### src/rtl/cmas_pkg.sv
`timescale 1ns / 1ps

package cmas_pkg;

  localparam int LINE_OUT_W = 20;
  localparam int MARKER_SLOTS = 32;

  localparam logic [7:0] CH_SLASH  = 8'h2F;
  localparam logic [7:0] CH_STAR   = 8'h2A;
  localparam logic [7:0] CH_NL     = 8'h0A;
  localparam logic [7:0] CH_TAB    = 8'h09;
  localparam logic [7:0] CH_SPACE  = 8'h20;
  localparam logic [7:0] CH_LPAREN = 8'h28;
  localparam logic [7:0] CH_RPAREN = 8'h29;

  localparam logic [1:0] KIND_CHAR = 2'd0;
  localparam logic [1:0] KIND_END  = 2'd1;
  localparam logic [1:0] KIND_EOF  = 2'd2;

  // Marker keyword, first byte at index 0; unused slots are zero.
  localparam logic [7:0] MARKER [MARKER_SLOTS] = '{
    8'h45, 8'h54, 8'h45, 8'h53, 8'h54, 8'h5F, 8'h44, 8'h45,
    8'h46, 8'h49, 8'h4E, 8'h45, 8'h5F, 8'h54, 8'h45, 8'h53,
    8'h54, 8'h00, 8'h00, 8'h00, 8'h00, 8'h00, 8'h00, 8'h00,
    8'h00, 8'h00, 8'h00, 8'h00, 8'h00, 8'h00, 8'h00, 8'h00
  };

  typedef struct packed {
    logic [7:0] data;
    logic       eof;
    logic       is_slash;
    logic       is_star;
    logic       is_nl;
    logic       is_tab;
    logic       is_space;
    logic       is_lparen;
    logic       is_rparen;
  } item_t;

  typedef struct packed {
    logic [1:0]            kind;
    logic [7:0]            ch;
    logic [LINE_OUT_W-1:0] line;
  } res_t;

endpackage

### src/rtl/cmas_fifo.sv
`timescale 1ns / 1ps

module cmas_fifo #(
  parameter int WIDTH = 8,
  parameter int DEPTH = 2
) (
  input  logic             clk,
  input  logic             rst,
  input  logic             wr_en,
  input  logic [WIDTH-1:0] wr_data,
  output logic             full,
  input  logic             rd_en,
  output logic [WIDTH-1:0] rd_data,
  output logic             empty
);

  localparam int PTR_W = (DEPTH > 1) ? $clog2(DEPTH) : 1;
  localparam int CNT_W = $clog2(DEPTH + 1);

  logic [WIDTH-1:0] slots [DEPTH];
  logic [PTR_W-1:0] wr_ptr;
  logic [PTR_W-1:0] rd_ptr;
  logic [CNT_W-1:0] count;
  logic             do_wr;
  logic             do_rd;

  assign full    = (count == CNT_W'(DEPTH));
  assign empty   = (count == '0);
  assign do_wr   = wr_en && !full;
  assign do_rd   = rd_en && !empty;
  assign rd_data = slots[rd_ptr];

  always_ff @(posedge clk) begin
    if (rst) begin
      wr_ptr <= '0;
      rd_ptr <= '0;
      count  <= '0;
    end else begin
      if (do_wr) begin
        wr_ptr <= (wr_ptr == PTR_W'(DEPTH - 1)) ? '0 : wr_ptr + 1'b1;
      end
      if (do_rd) begin
        rd_ptr <= (rd_ptr == PTR_W'(DEPTH - 1)) ? '0 : rd_ptr + 1'b1;
      end
      if (do_wr && !do_rd) begin
        count <= count + 1'b1;
      end else if (do_rd && !do_wr) begin
        count <= count - 1'b1;
      end
    end
  end

  always_ff @(posedge clk) begin
    if (do_wr) begin
      slots[wr_ptr] <= wr_data;
    end
  end

endmodule

### src/rtl/cmas_front.sv
`timescale 1ns / 1ps

module cmas_front (
  input  logic           clk,
  input  logic           rst,
  input  logic           push,
  output logic           full,
  input  logic [7:0]     source_byte,
  input  logic           end_of_file,
  input  logic           item_pop,
  output cmas_pkg::item_t item,
  output logic           item_empty
);

  cmas_pkg::item_t classified;

  always_comb begin
    classified.data      = source_byte;
    classified.eof       = end_of_file;
    classified.is_slash  = (source_byte == cmas_pkg::CH_SLASH);
    classified.is_star   = (source_byte == cmas_pkg::CH_STAR);
    classified.is_nl     = (source_byte == cmas_pkg::CH_NL);
    classified.is_tab    = (source_byte == cmas_pkg::CH_TAB);
    classified.is_space  = (source_byte == cmas_pkg::CH_SPACE);
    classified.is_lparen = (source_byte == cmas_pkg::CH_LPAREN);
    classified.is_rparen = (source_byte == cmas_pkg::CH_RPAREN);
  end

  cmas_fifo #(
    .WIDTH($bits(cmas_pkg::item_t)),
    .DEPTH(2)
  ) u_item_q (
    .clk    (clk),
    .rst    (rst),
    .wr_en  (push),
    .wr_data(classified),
    .full   (full),
    .rd_en  (item_pop),
    .rd_data(item),
    .empty  (item_empty)
  );

endmodule

### src/rtl/cmas_back.sv
`timescale 1ns / 1ps

module cmas_back #(
  parameter int KEYWORD_LENGTH = 17,
  parameter int LINE_BITS      = 20
) (
  input  logic            clk,
  input  logic            rst,
  input  cmas_pkg::item_t item,
  input  logic            item_empty,
  output logic            item_pop,
  input  logic            pop,
  output cmas_pkg::res_t  res_out,
  output logic            empty
);

  localparam int HIST_DEPTH = (KEYWORD_LENGTH > 1) ? KEYWORD_LENGTH - 1 : 1;
  localparam logic [LINE_BITS-1:0] LINE_MAX = '1;
  localparam logic [4:0] RUN_NEED = 5'(KEYWORD_LENGTH - 1);

  typedef enum logic [1:0] {
    MODE_PLAIN,
    MODE_LINE,
    MODE_BLOCK
  } mode_t;

  typedef enum logic [1:0] {
    PH_SCAN,
    PH_SEEK,
    PH_SKIP,
    PH_NAME
  } phase_t;

  mode_t                mode, mode_next;
  phase_t               phase, phase_next;
  logic                 slash_p, slash_p_next;
  logic                 star_p, star_p_next;
  logic [7:0]           hist [HIST_DEPTH];
  logic [7:0]           hist_next [HIST_DEPTH];
  logic [7:0]           hist1 [HIST_DEPTH];
  logic [4:0]           run, run_next, run1;
  logic [LINE_BITS-1:0] line_count, line_count_next;
  logic [LINE_BITS-1:0] name_line, name_line_next, name_line_used;
  logic [LINE_BITS+19:0] line_wide;
  logic                 res_valid;
  cmas_pkg::res_t       res;
  logic                 out_full;
  logic                 comment_start;
  logic                 kw_hit;

  assign item_pop       = !item_empty && !out_full;
  assign name_line_used = (phase == PH_SKIP) ? line_count : name_line;
  assign line_wide      = (LINE_BITS + 20)'(name_line_used);

  always_comb begin
    // A held slash that turned out not to open a comment goes into history first.
    for (int i = 0; i < HIST_DEPTH; i++) begin
      if (slash_p && !(item.is_star || item.is_slash)) begin
        hist1[i] = (i == 0) ? cmas_pkg::CH_SLASH : hist[(i == 0) ? 0 : i - 1];
      end else begin
        hist1[i] = hist[i];
      end
    end
    if (slash_p && !(item.is_star || item.is_slash) && run != 5'd31) begin
      run1 = run + 5'd1;
    end else begin
      run1 = run;
    end

    kw_hit = (item.data == cmas_pkg::MARKER[5'(KEYWORD_LENGTH - 1)]) && (run1 >= RUN_NEED);
    for (int i = 0; i < HIST_DEPTH; i++) begin
      if (i < KEYWORD_LENGTH - 1 &&
          hist1[i] != cmas_pkg::MARKER[5'(KEYWORD_LENGTH - 2 - i)]) begin
        kw_hit = 1'b0;
      end
    end
  end

  always_comb begin
    mode_next       = mode;
    phase_next      = phase;
    slash_p_next    = slash_p;
    star_p_next     = star_p;
    run_next        = run;
    name_line_next  = name_line;
    line_count_next = line_count;
    comment_start   = 1'b0;
    res_valid       = 1'b0;
    res.kind        = cmas_pkg::KIND_EOF;
    res.ch          = '0;
    res.line        = '0;
    for (int i = 0; i < HIST_DEPTH; i++) begin
      hist_next[i] = hist[i];
    end

    unique case (phase)
      PH_SCAN: begin
        unique case (mode)
          MODE_BLOCK: begin
            if (star_p && item.is_slash) begin
              star_p_next = 1'b0;
              mode_next   = MODE_PLAIN;
            end else begin
              star_p_next = item.is_star && !item.eof;
            end
          end
          MODE_LINE: begin
            if (item.is_nl) begin
              mode_next = MODE_PLAIN;
            end
          end
          default: begin
            if (slash_p) begin
              slash_p_next = 1'b0;
              if (item.is_star || item.is_slash) begin
                mode_next     = item.is_star ? MODE_BLOCK : MODE_LINE;
                run_next      = '0;
                comment_start = 1'b1;
              end
            end
            if (!comment_start) begin
              for (int i = 0; i < HIST_DEPTH; i++) begin
                hist_next[i] = hist1[i];
              end
              run_next = run1;
              if (item.is_slash && !item.eof) begin
                slash_p_next = 1'b1;
              end else if (kw_hit) begin
                phase_next = PH_SEEK;
                run_next   = '0;
                if (item.eof) begin
                  res_valid = 1'b1;
                end
              end else begin
                for (int i = 0; i < HIST_DEPTH; i++) begin
                  hist_next[i] = (i == 0) ? item.data : hist1[(i == 0) ? 0 : i - 1];
                end
                run_next = (run1 == 5'd31) ? run1 : run1 + 5'd1;
              end
            end
          end
        endcase
      end
      PH_SEEK: begin
        if (item.eof) begin
          res_valid = 1'b1;
        end else if (item.is_lparen) begin
          phase_next = PH_SKIP;
        end
      end
      default: begin
        if (phase == PH_SKIP && item.is_space) begin
          res_valid = item.eof;
        end else begin
          name_line_next = name_line_used;
          phase_next     = PH_NAME;
          if (item.is_rparen) begin
            phase_next = PH_SCAN;
            res_valid  = 1'b1;
            res.kind   = cmas_pkg::KIND_END;
            res.line   = line_wide[cmas_pkg::LINE_OUT_W-1:0];
          end else if (item.eof) begin
            res_valid = 1'b1;
          end else if (!(item.is_nl || item.is_tab)) begin
            res_valid = 1'b1;
            res.kind  = cmas_pkg::KIND_CHAR;
            res.ch    = item.data;
            res.line  = line_wide[cmas_pkg::LINE_OUT_W-1:0];
          end
        end
      end
    endcase

    if (item.is_nl && line_count != LINE_MAX) begin
      line_count_next = line_count + 1'b1;
    end

    // The last byte of a file returns the whole scanner to its reset state.
    if (item.eof) begin
      mode_next       = MODE_PLAIN;
      phase_next      = PH_SCAN;
      slash_p_next    = 1'b0;
      star_p_next     = 1'b0;
      run_next        = '0;
      line_count_next = LINE_BITS'(1);
      name_line_next  = LINE_BITS'(1);
      for (int i = 0; i < HIST_DEPTH; i++) begin
        hist_next[i] = '0;
      end
    end
  end

  always_ff @(posedge clk) begin
    if (rst) begin
      mode       <= MODE_PLAIN;
      phase      <= PH_SCAN;
      slash_p    <= 1'b0;
      star_p     <= 1'b0;
      run        <= '0;
      line_count <= LINE_BITS'(1);
      name_line  <= LINE_BITS'(1);
      for (int i = 0; i < HIST_DEPTH; i++) begin
        hist[i] <= '0;
      end
    end else if (item_pop) begin
      mode       <= mode_next;
      phase      <= phase_next;
      slash_p    <= slash_p_next;
      star_p     <= star_p_next;
      run        <= run_next;
      line_count <= line_count_next;
      name_line  <= name_line_next;
      for (int i = 0; i < HIST_DEPTH; i++) begin
        hist[i] <= hist_next[i];
      end
    end
  end

  cmas_fifo #(
    .WIDTH($bits(cmas_pkg::res_t)),
    .DEPTH(2)
  ) u_res_q (
    .clk    (clk),
    .rst    (rst),
    .wr_en  (item_pop && res_valid),
    .wr_data(res),
    .full   (out_full),
    .rd_en  (pop),
    .rd_data(res_out),
    .empty  (empty)
  );

endmodule

### src/rtl/comment_aware_macro_scanner.sv
`timescale 1ns / 1ps

// A byte is registered in the classified-byte queue, and its result is registered
// in the result queue that drives the result ports.
// Throughput: one byte per cycle while the result queue has room, set by the scan
// engine that reads the two-entry classified-byte queue.
// Reset (rst, synchronous): empties both queues and returns the scanner to plain
// code, line 1, with cleared history; no clearing pass is needed.
module comment_aware_macro_scanner #(
  parameter int KEYWORD_LENGTH = 17,
  parameter int LINE_BITS      = 20
) (
  input  logic        clk,
  input  logic        rst,
  input  logic        push,
  output logic        full,
  input  logic [7:0]  source_byte,
  input  logic        end_of_file,
  output logic        empty,
  input  logic        pop,
  output logic [1:0]  result_kind,
  output logic [7:0]  name_char,
  output logic [19:0] start_line
);

  cmas_pkg::item_t item;
  cmas_pkg::res_t  res_out;
  logic            item_empty;
  logic            item_pop;

  cmas_front u_front (
    .clk        (clk),
    .rst        (rst),
    .push       (push),
    .full       (full),
    .source_byte(source_byte),
    .end_of_file(end_of_file),
    .item_pop   (item_pop),
    .item       (item),
    .item_empty (item_empty)
  );

  cmas_back #(
    .KEYWORD_LENGTH(KEYWORD_LENGTH),
    .LINE_BITS     (LINE_BITS)
  ) u_back (
    .clk       (clk),
    .rst       (rst),
    .item      (item),
    .item_empty(item_empty),
    .item_pop  (item_pop),
    .pop       (pop),
    .res_out   (res_out),
    .empty     (empty)
  );

  assign result_kind = res_out.kind;
  assign name_char   = res_out.ch;
  assign start_line  = res_out.line;

endmodule
### config.mk
export PLATFORM = sky130hd
export DESIGN_NAME = comment_aware_macro_scanner
export DESIGN_NICKNAME = d
export VERILOG_FILES = /design/src/rtl/cmas_pkg.sv /design/src/rtl/cmas_fifo.sv /design/src/rtl/cmas_front.sv /design/src/rtl/cmas_back.sv /design/src/rtl/comment_aware_macro_scanner.sv
export SDC_FILE = /design/constraint.sdc
export NUM_CORES = 1
export LEC_CHECK = 0
export ABC_CLOCK_PERIOD_IN_PS = 4800
export BUFFER_PORTS_ARGS = -buffer_cell sky130_fd_sc_hd__buf_4
export CAP_MARGIN = 20
export CORE_UTILIZATION = 47
export DETAILED_ROUTE_END_ITERATION = 6
export PLACE_DENSITY_LB_ADDON = 0.05
export SLEW_MARGIN = 20
export SYNTH_ARGS = -nofsm -noshare
export SYNTH_HDL_FRONTEND = slang
export SYNTH_SLANG_ARGS = --single-unit
### constraint.sdc
create_clock -name clk -period 4.8 [get_ports clk]
set_input_delay 0.96 -clock clk [delete_from_list [all_inputs] [get_ports clk]]
set_output_delay 0.96 -clock clk [all_outputs]
set_load 0.01 [all_outputs]
==> results of run 1 <==
[kinds of logic (layout without fill, tap and decap cells)]
family                     after synthesis  after routing  share of synthesized area
and+or+nand+nor                        468            468                      0.175
AOI/OAI and AO/OA                      322            322                      0.161
DFF                                    281            281                      0.569
buffers and inverters                  108            143                     0.0307
muxes                                   54             54                     0.0429
xor gates and xnor gates                22             22                     0.0140
adders and majority gates                8              8                    0.00727
[power by group through the flow]
| stage | clock (mW) | combinational [mW] | sequential [mW] |
|---|---|---|---|
| 2_1_floorplan | 0 | 1.41 | 3.85 |
| 3_3_place_gp | 0 | 1.95 | 4.20 |
| 3_5_place_dp | 0 | 1.95 | 4.20 |
| 4_1_cts | 2.64 | 1.96 | 4.16 |
| 5_1_grt | 2.73 | 2.15 | 4.26 |
| 6_report | 2.58 | 1.96 | 4.19 |
[synth_stat cells (7+ instances only)]
| cell | instances |
|---|---|
| xor2_1 | 15 |
| a22oi_1 | 47 |
| clkbuf_1 | 74 |
| mux2i_1 | 14 |
| nor2b_1 | 13 |
| nor2_1 | 136 |
| nand2b_1 | 9 |
| a222oi_1 | 63 |
| edfxtp_1 | 220 |
| a21o_1 | 22 |
| nor4b_1 | 12 |
| nor4bb_1 | 13 |
| nand3_1 | 62 |
| or3_1 | 13 |
| xnor2_1 | 7 |
| a21oi_1 | 109 |
| nand2_1 | 101 |
| buf_1 | 7 |
| and3_1 | 8 |
| a211oi_1 | 11 |
| dfxtp_1 | 61 |
| nand4_1 | 25 |
| ha_1 | 8 |
| inv_1 | 15 |
| mux2_2 | 39 |
| nor3_1 | 21 |
| buf_2 | 11 |
| o21ai_0 | 42 |
| nor4_1 | 15 |
[critical path: stages (launching register included)]
cell and delay (ns):
edfxtp_1 0.44, nor4_1 0.75, nand2_1 0.20, or4b_1 0.54, a2bb2oi_1 0.21, or4_1 0.49, a21oi_2 0.24, nor2b_4 0.25
buf_4 0.41
[worst min path at each step]
stage,startpoint,to,slack [ns],cells after the start
after floorplan,u_back.name_line[10],u_back.name_line[10],0.44,1
after global placement,u_back.name_line[10],u_back.name_line[10],0.45,1
after detailed placement,u_back.name_line[10],u_back.name_line[10],0.46,1
after global routing,u_back.name_line[15],u_back.name_line[15],0.50,1
final,u_back.name_line[6],u_back.name_line[6],0.47,1
after CTS,u_back.name_line[6],u_back.name_line[6],0.47,1
[flip-flops by register name, indices dropped and copies added (netlist names), 2 cells and up, named ones only]
name	cells
u_front.u_item_q.count	2
u_front.u_item_q.slots	32
u_back.mode	2
u_back.line_count	20
u_back.run	5
u_back.u_res_q.slots	60
u_back.hist	128
u_back.u_res_q.count	2
u_back.phase	2
u_back.name_line	20
[placed cells by master (no fill, tap or decap), drive strengths merged, types with 13 or more instances in the layout]
master / instances
o21ai: 45
a21oi: 110
a21o: 22
nor2b: 13
mux2i: 14
or3: 13
nand4: 25
nand3: 62
xor2: 15
clkbuf: 41
a22oi: 47
a222oi: 63
dfxtp: 61
nor2: 136
nor3: 22
nand2: 102
buf: 69
nor4bb: 13
nor4: 15
edfxtp: 220
mux2: 40
inv: 16
[area by class of cell]
cell class / count / area [µm²]
clock buffer: 41 / 908
clock inverter: 18 / 208
fill: 2508 / 13200
inverter: 15 / 56.3
multi-input combinational: 874 / 5570
sequential: 281 / 7830
tap: 384 / 480
timing repair buffer: 69 / 556
[metal layers]
layer | vias up | global-route usage | wire length, µm
li1 | 4943 | - | -
met1 | 5088 | 0.362 | 16700
met2 | 468 | 0.365 | 16100
met3 | 49 | 0.0464 | 3130
met4 | 0 | 0.0590 | 612
met5 | - | 0 | 0
==> metrics.txt, run 1 <==
Post-CTS Setup Inserts 0; io pins 45; sequential power share 0.480; average cell area after synthesis 10.9 µm²; Area contributors post-synth edfxtp_1, dfxtp_1, a222oi_1; synthesis-stage register bit count 281; final wirelength 36600 µm; Syn Nets 1284; reg-to-reg slack, setup 0.90 ns; top cell type's share of synthesized area 0.480; CP Class register to register; Die Y 173 µm; total core area 0.0288 mm²; first-pass GRT wire length 57800 µm; r2r endpoint u_back.u_res_q.slots[0][3]; routed len/inst 21.7 µm; H-tree depth 2; Slew Limit Fails 0; Int Pwr 5.72 mW; FMAX 256 MHz; CTS root buf clkbuf_16; failing checks DRC; # Max-Cap Violations 0; Netlist cell types 70; num rows 62; # clock sinks 281; worst min path class register to register; GRT Total Usage 0.243; Crit. Startpoint u_back.hist[0][101]; Final Worst Setup Slack 0.899 ns; Min Clock Period, post-route 3.90 ns; Main synth FF type edfxtp_1; Core Util, Final 0.542; post-placement setup slack 0.926 ns; P_sw 3.02 mW; vias in the first global route 9975; # DRC 24; total die area 0.0300 mm²; Finished Layout Cells 1682; RSZ-0062 raised after global routing no; Tot Pwr 8.73 mW; CTS tree yes; RePlAce Congestion 0.877; R2R depth 8; PortBufs 44; drt via density 6.27; Clk Latency, worst-skew pair 0.51 ns; CTS Buf Count 34; Ant. Diodes 0; layout cell share with drive strength beyond 1 0.133; Critical Path RT 4.95 ns; Area Growth Syn to Fin 13.4%; setup TNS 0 ns; Lkg Pwr 5.28 nW; Hold Buf Count CTS 0; Clock Skew 0.0128 ns; pwr dens 560 mW/mm²; endpoints failing hold 0; nets 1296; Routed Antenna Nets 0; largest net degree at the start of global routing 78; final instance area 0.0156 mm²; crit-path max FO 26; post-synthesis sequential area ratio 0.569; biggest area consumer among synthesized cells edfxtp_1; clk slew on worst S/H paths 0.05 ns; Least-Margin Pin Slew 1.03 ns; DP HPWL 23100 µm; period utilization 0.813; initial antenna violation count 0; Clk network pwr share 0.296; initial core utilization 0.478; Worst Setup EP u_back.u_res_q.slots[0][3]; Resize count post-CTS 0; Worst VDD drop 0.388 mV; Cell Area, Synth 0.0138 mm²; Critical R2R Launch u_back.hist[0][101]; setup violators final 0; startpoint type of the worst setup path register; Cells after DPL 1623; yosys warns 0; Bufs on Longest Clock Path 3; DRT Pass-1 Iters 7; grt total ovfl 0; Cells after Synth 1263; Post-synth EDFFs 220; status finished, violations left; switching part of the total 0.346; critical path endpoint category register; Comb pwr share 0.224; Vias 10548; asr flop ratio synth 0; die span in x 173 µm; WP data arrival 4.05 ns; Max-slew headroom 0.314; DRT iter0 DRCs 1605; hold_ws 0.471 ns; Post-DP Area 0.0145 mm²
(Power assumes the default switching activity.)
==> inputs of run 2 (changes only) <==
ABC_AREA = 1   (was default)
ABC_CLOCK_PERIOD_IN_PS = 4000   (was 4800)
clock period = 4 ns   (was 4.8 ns; I/O delays follow)
==> run 2 against run 1 <==
The flow now finishes without violations. Worst setup slack got worse by 0.55 ns. Sequential cell count did not move. Clock power rose by 12%. Clock-buffer cell count did not move. Fmax rose by 6.7%. Clock skew rose by 0.010 ns. Via count rose by 25%. Critical endpoint is now u_back.u_res_q.count[1].
==> metrics.txt, run 2 <==
Area Growth Syn to Fin 12.3% (was 13.4%); commonest non-fill, non-tap cells in the layout nand2_1, edfxtp_1, nor2_1, inv_1, a21oi_1 (was edfxtp_1, nor2_1, a21oi_1, nand2_1, buf_4); Routed Antenna Nets 0 (unchanged); Die Y 184 µm (was 173 µm); biggest area consumer among synthesized cells edfxtp_1 (unchanged); nets 1985 (was 1296); max reg flops 128 (unchanged); die span in x 184 µm (was 173 µm); RSZ-0062 raised after global routing no (unchanged); hold_ws 0.440 ns (was 0.471 ns); top cells by count, synth nand2_1, edfxtp_1, nor2_1 (was edfxtp_1, nor2_1, a21oi_1); CP max-delay cell buf_4 (was nor4_1); DP HPWL 28200 µm (was 23100 µm); DRT Pass-1 Iters 6 (was 7); startpoint type of the worst setup path register (unchanged); DRT iter0 DRCs 1027 (was 1605); CTS root buf clkbuf_16 (unchanged); endpoints failing hold 0 (unchanged); initial antenna violation count 0 (unchanged); Largest Register u_back.hist (unchanged); asr flop ratio synth 0 (unchanged); io pins 45 (unchanged); worst min path class primary input to register (was register to register); num rows 66 (was 62); FMAX 274 MHz (was 256 MHz); # fillers 3097 (was 2508); Lkg Pwr 7.04 nW (was 5.28 nW); Core Util, Final 0.538 (was 0.542); GRT Total Usage 0.255 (was 0.243); CTS tree yes (unchanged); Max-slew headroom 0.412 (was 0.314); initial core utilization 0.479 (was 0.478); Slew Limit Fails 0 (unchanged); Main synth FF type edfxtp_1 (unchanged); Hold Buf Count CTS 0 (unchanged); PortBufs 44 (unchanged); pwr dens 751 mW/mm² (was 560 mW/mm²); Bufs on Longest Clock Path 3 (unchanged); worst stage delay on the critical path 0.50 ns (was 0.75 ns); CP Class register to register (unchanged); RePlAce Congestion 0.878 (was 0.877); vias in the first global route 12682 (was 9975); setup TNS 0 ns (unchanged); Netlist cell types 43 (was 70); largest net degree at the start of global routing 117 (was 78); CP Cell Sequence nand2_1, nand2_4, buf_4, nand4_1, nand2_1, nand2_1, nor2_1, nand2_1, nor2_1, nand2_1, nor2_1, nand3_1, nand2_1, nand2_1, inv_1, ha_1, a21oi_1, o21ai_0, o21ai_0, a21oi_1 (was nor4_1, nand2_1, or4b_1, a2bb2oi_1, or4_1, a21oi_2, nor2b_4, buf_4); synthesis-stage register bit count 281 (unchanged); most frequent cell after synthesis nand2_1 (was edfxtp_1); Tot Pwr 13.2 mW (was 8.73 mW); Clk Latency, worst-skew pair 0.56 ns (was 0.51 ns); routed len/inst 17.7 µm (was 21.7 µm); average cell area after synthesis 7.99 µm² (was 10.9 µm²); total die area 0.0340 mm² (was 0.0300 mm²); yosys warns 0 (unchanged); clk slew on worst S/H paths 0.06 ns (was 0.05 ns); Min Clock Period, post-route 3.66 ns (was 3.90 ns); Cell Area, Synth 0.0156 mm² (was 0.0138 mm²); critical path endpoint category register (unchanged); layout cell share with drive strength beyond 1 0.0956 (was 0.133); H-tree depth 1 (was 2); post-synthesis sequential area ratio 0.501 (was 0.569); Clock Skew 0.0229 ns (was 0.0128 ns); Vias 13165 (was 10548); setup violators final 0 (unchanged); commonest non-fill, non-tap cell in the layout nand2_1 (was edfxtp_1); grt total ovfl 0 (unchanged); Area contributors post-synth edfxtp_1, nand2_1, dfxtp_1 (was edfxtp_1, dfxtp_1, a222oi_1); Post-synth EDFFs 220 (unchanged); Ant. Diodes 0 (unchanged); total core area 0.0326 mm² (was 0.0288 mm²); Syn Nets 1975 (was 1284); Worst VDD drop 0.458 mV (was 0.388 mV); CTS Buf Count 31 (was 34); crit-path max FO 46 (was 26); # DRC 0 (was 24); # clock sinks 281 (unchanged); Least-Margin Pin Slew 0.873 ns (was 1.03 ns); top cell type's share of synthesized area 0.423 (was 0.480); reg-to-reg slack, setup 0.34 ns (was 0.90 ns); Cells after Synth 1954 (was 1263); first-pass GRT wire length 68200 µm (was 57800 µm); largest registers u_back.hist (128), u_back.u_res_q.slots (60), u_front.u_item_q.slots (32) (unchanged); final wirelength 43100 µm (was 36600 µm); # Max-Cap Violations 0 (unchanged); Worst path most repeated cell nand2_1; period utilization 0.914 (was 0.813); Critical Path RT 4.43 ns (was 4.95 ns); status complete, no violations (was finished, violations left); WP data arrival 4.09 ns (was 4.05 ns); drt via density 5.42 (was 6.27)
-- run 2: cell types whose count changed after synthesis, moves of 27 or more --
cell	delta
buf_2	+36
a222oi_1	-63
a22oi_1	-47
a21oi_1	+31
nand2_1	+470
o21ai_1	+29
inv_1	+194
clkbuf_1	-27
nor2_1	+84
nand4_1	+66
-- run 2: cells by family (layout without fill, tap and decap cells) --
| family | Yosys count | count (layout) | share of synthesized area |
|---|---|---|---|
| xor gates and xnor gates | 7 | 7 | 0.00393 |
| and+or+nand+nor | 989 | 990 | 0.265 |
| muxes | 40 | 40 | 0.0280 |
| AOI/OAI and AO/OA | 309 | 309 | 0.111 |
| adders and majority gates | 8 | 8 | 0.00641 |
| buffers and inverters | 320 | 352 | 0.0840 |
| DFF | 281 | 281 | 0.501 |
-- run 2: per-stage QoR --
stage / setup WS [ns] / instance area [µm²] / std cells
after floorplan: 0.124 / 15600 / 1954
after global placement: 0.348 / 16500 / 2372
after detailed placement: 0.328 / 16500 / 2372
after CTS: 0.317 / 17500 / 2428
after global routing: 0.00863 / 17500 / 2429
final: 0.344 / 17500 / 2429
-- run 2: layer usage --
layer,routed length (µm),global-route usage
met5,0,0
met4,1080,0.0740
met3,2280,0.0287
met2,20700,0.438
met1,19000,0.337
-- run 2: worst paths after layout --
| kind | startpoint | endpoint | cells after the start |
|---|---|---|---|
| worst min register to register | u_back.name_line[0] | u_back.name_line[0] | 1 |
| worst max register to register | register | u_back.u_res_q.count[1] | 20 |
| worst min-delay path | end_of_file | u_front.u_item_q.slots[0][7] | 1 |
| worst max-delay path | register | u_back.u_res_q.count[1] | 20 |
-- run 2: power breakdown --
part / switching [mW] / internal, mW
Clock: 1.17 / 1.73
Combinational: 4.03 / 1.64
Sequential: 0.368 / 4.25
-- run 2: repair_timing --
action,in CTS,in global routing
resized for setup,0,0
setup endpoints to repair,0,1
buffers inserted,0,0
-- run 2: worst max-delay path, delay by kind of cell, from the launching register on --
kind                     cells  cell delay (ns)
flip-flops                   1             0.41
AO/OA/AOI/OAI                4             0.42
buffers and inverters        2             0.59
adder cells (fa/ha/maj)      1             0.25
AND/OR/NAND/NOR             13             1.85
-- run 2: final cells by class --
cell class / count / area [µm²] / area share
clock inverter: 15 / 123 / 0.00699
sequential: 281 / 7830 / 0.446
tap: 442 / 553 / 0.0315
timing repair buffer: 84 / 793 / 0.0452
inverter: 212 / 798 / 0.0455
multi-input combinational: 1354 / 6530 / 0.372
clock buffer: 41 / 917 / 0.0523
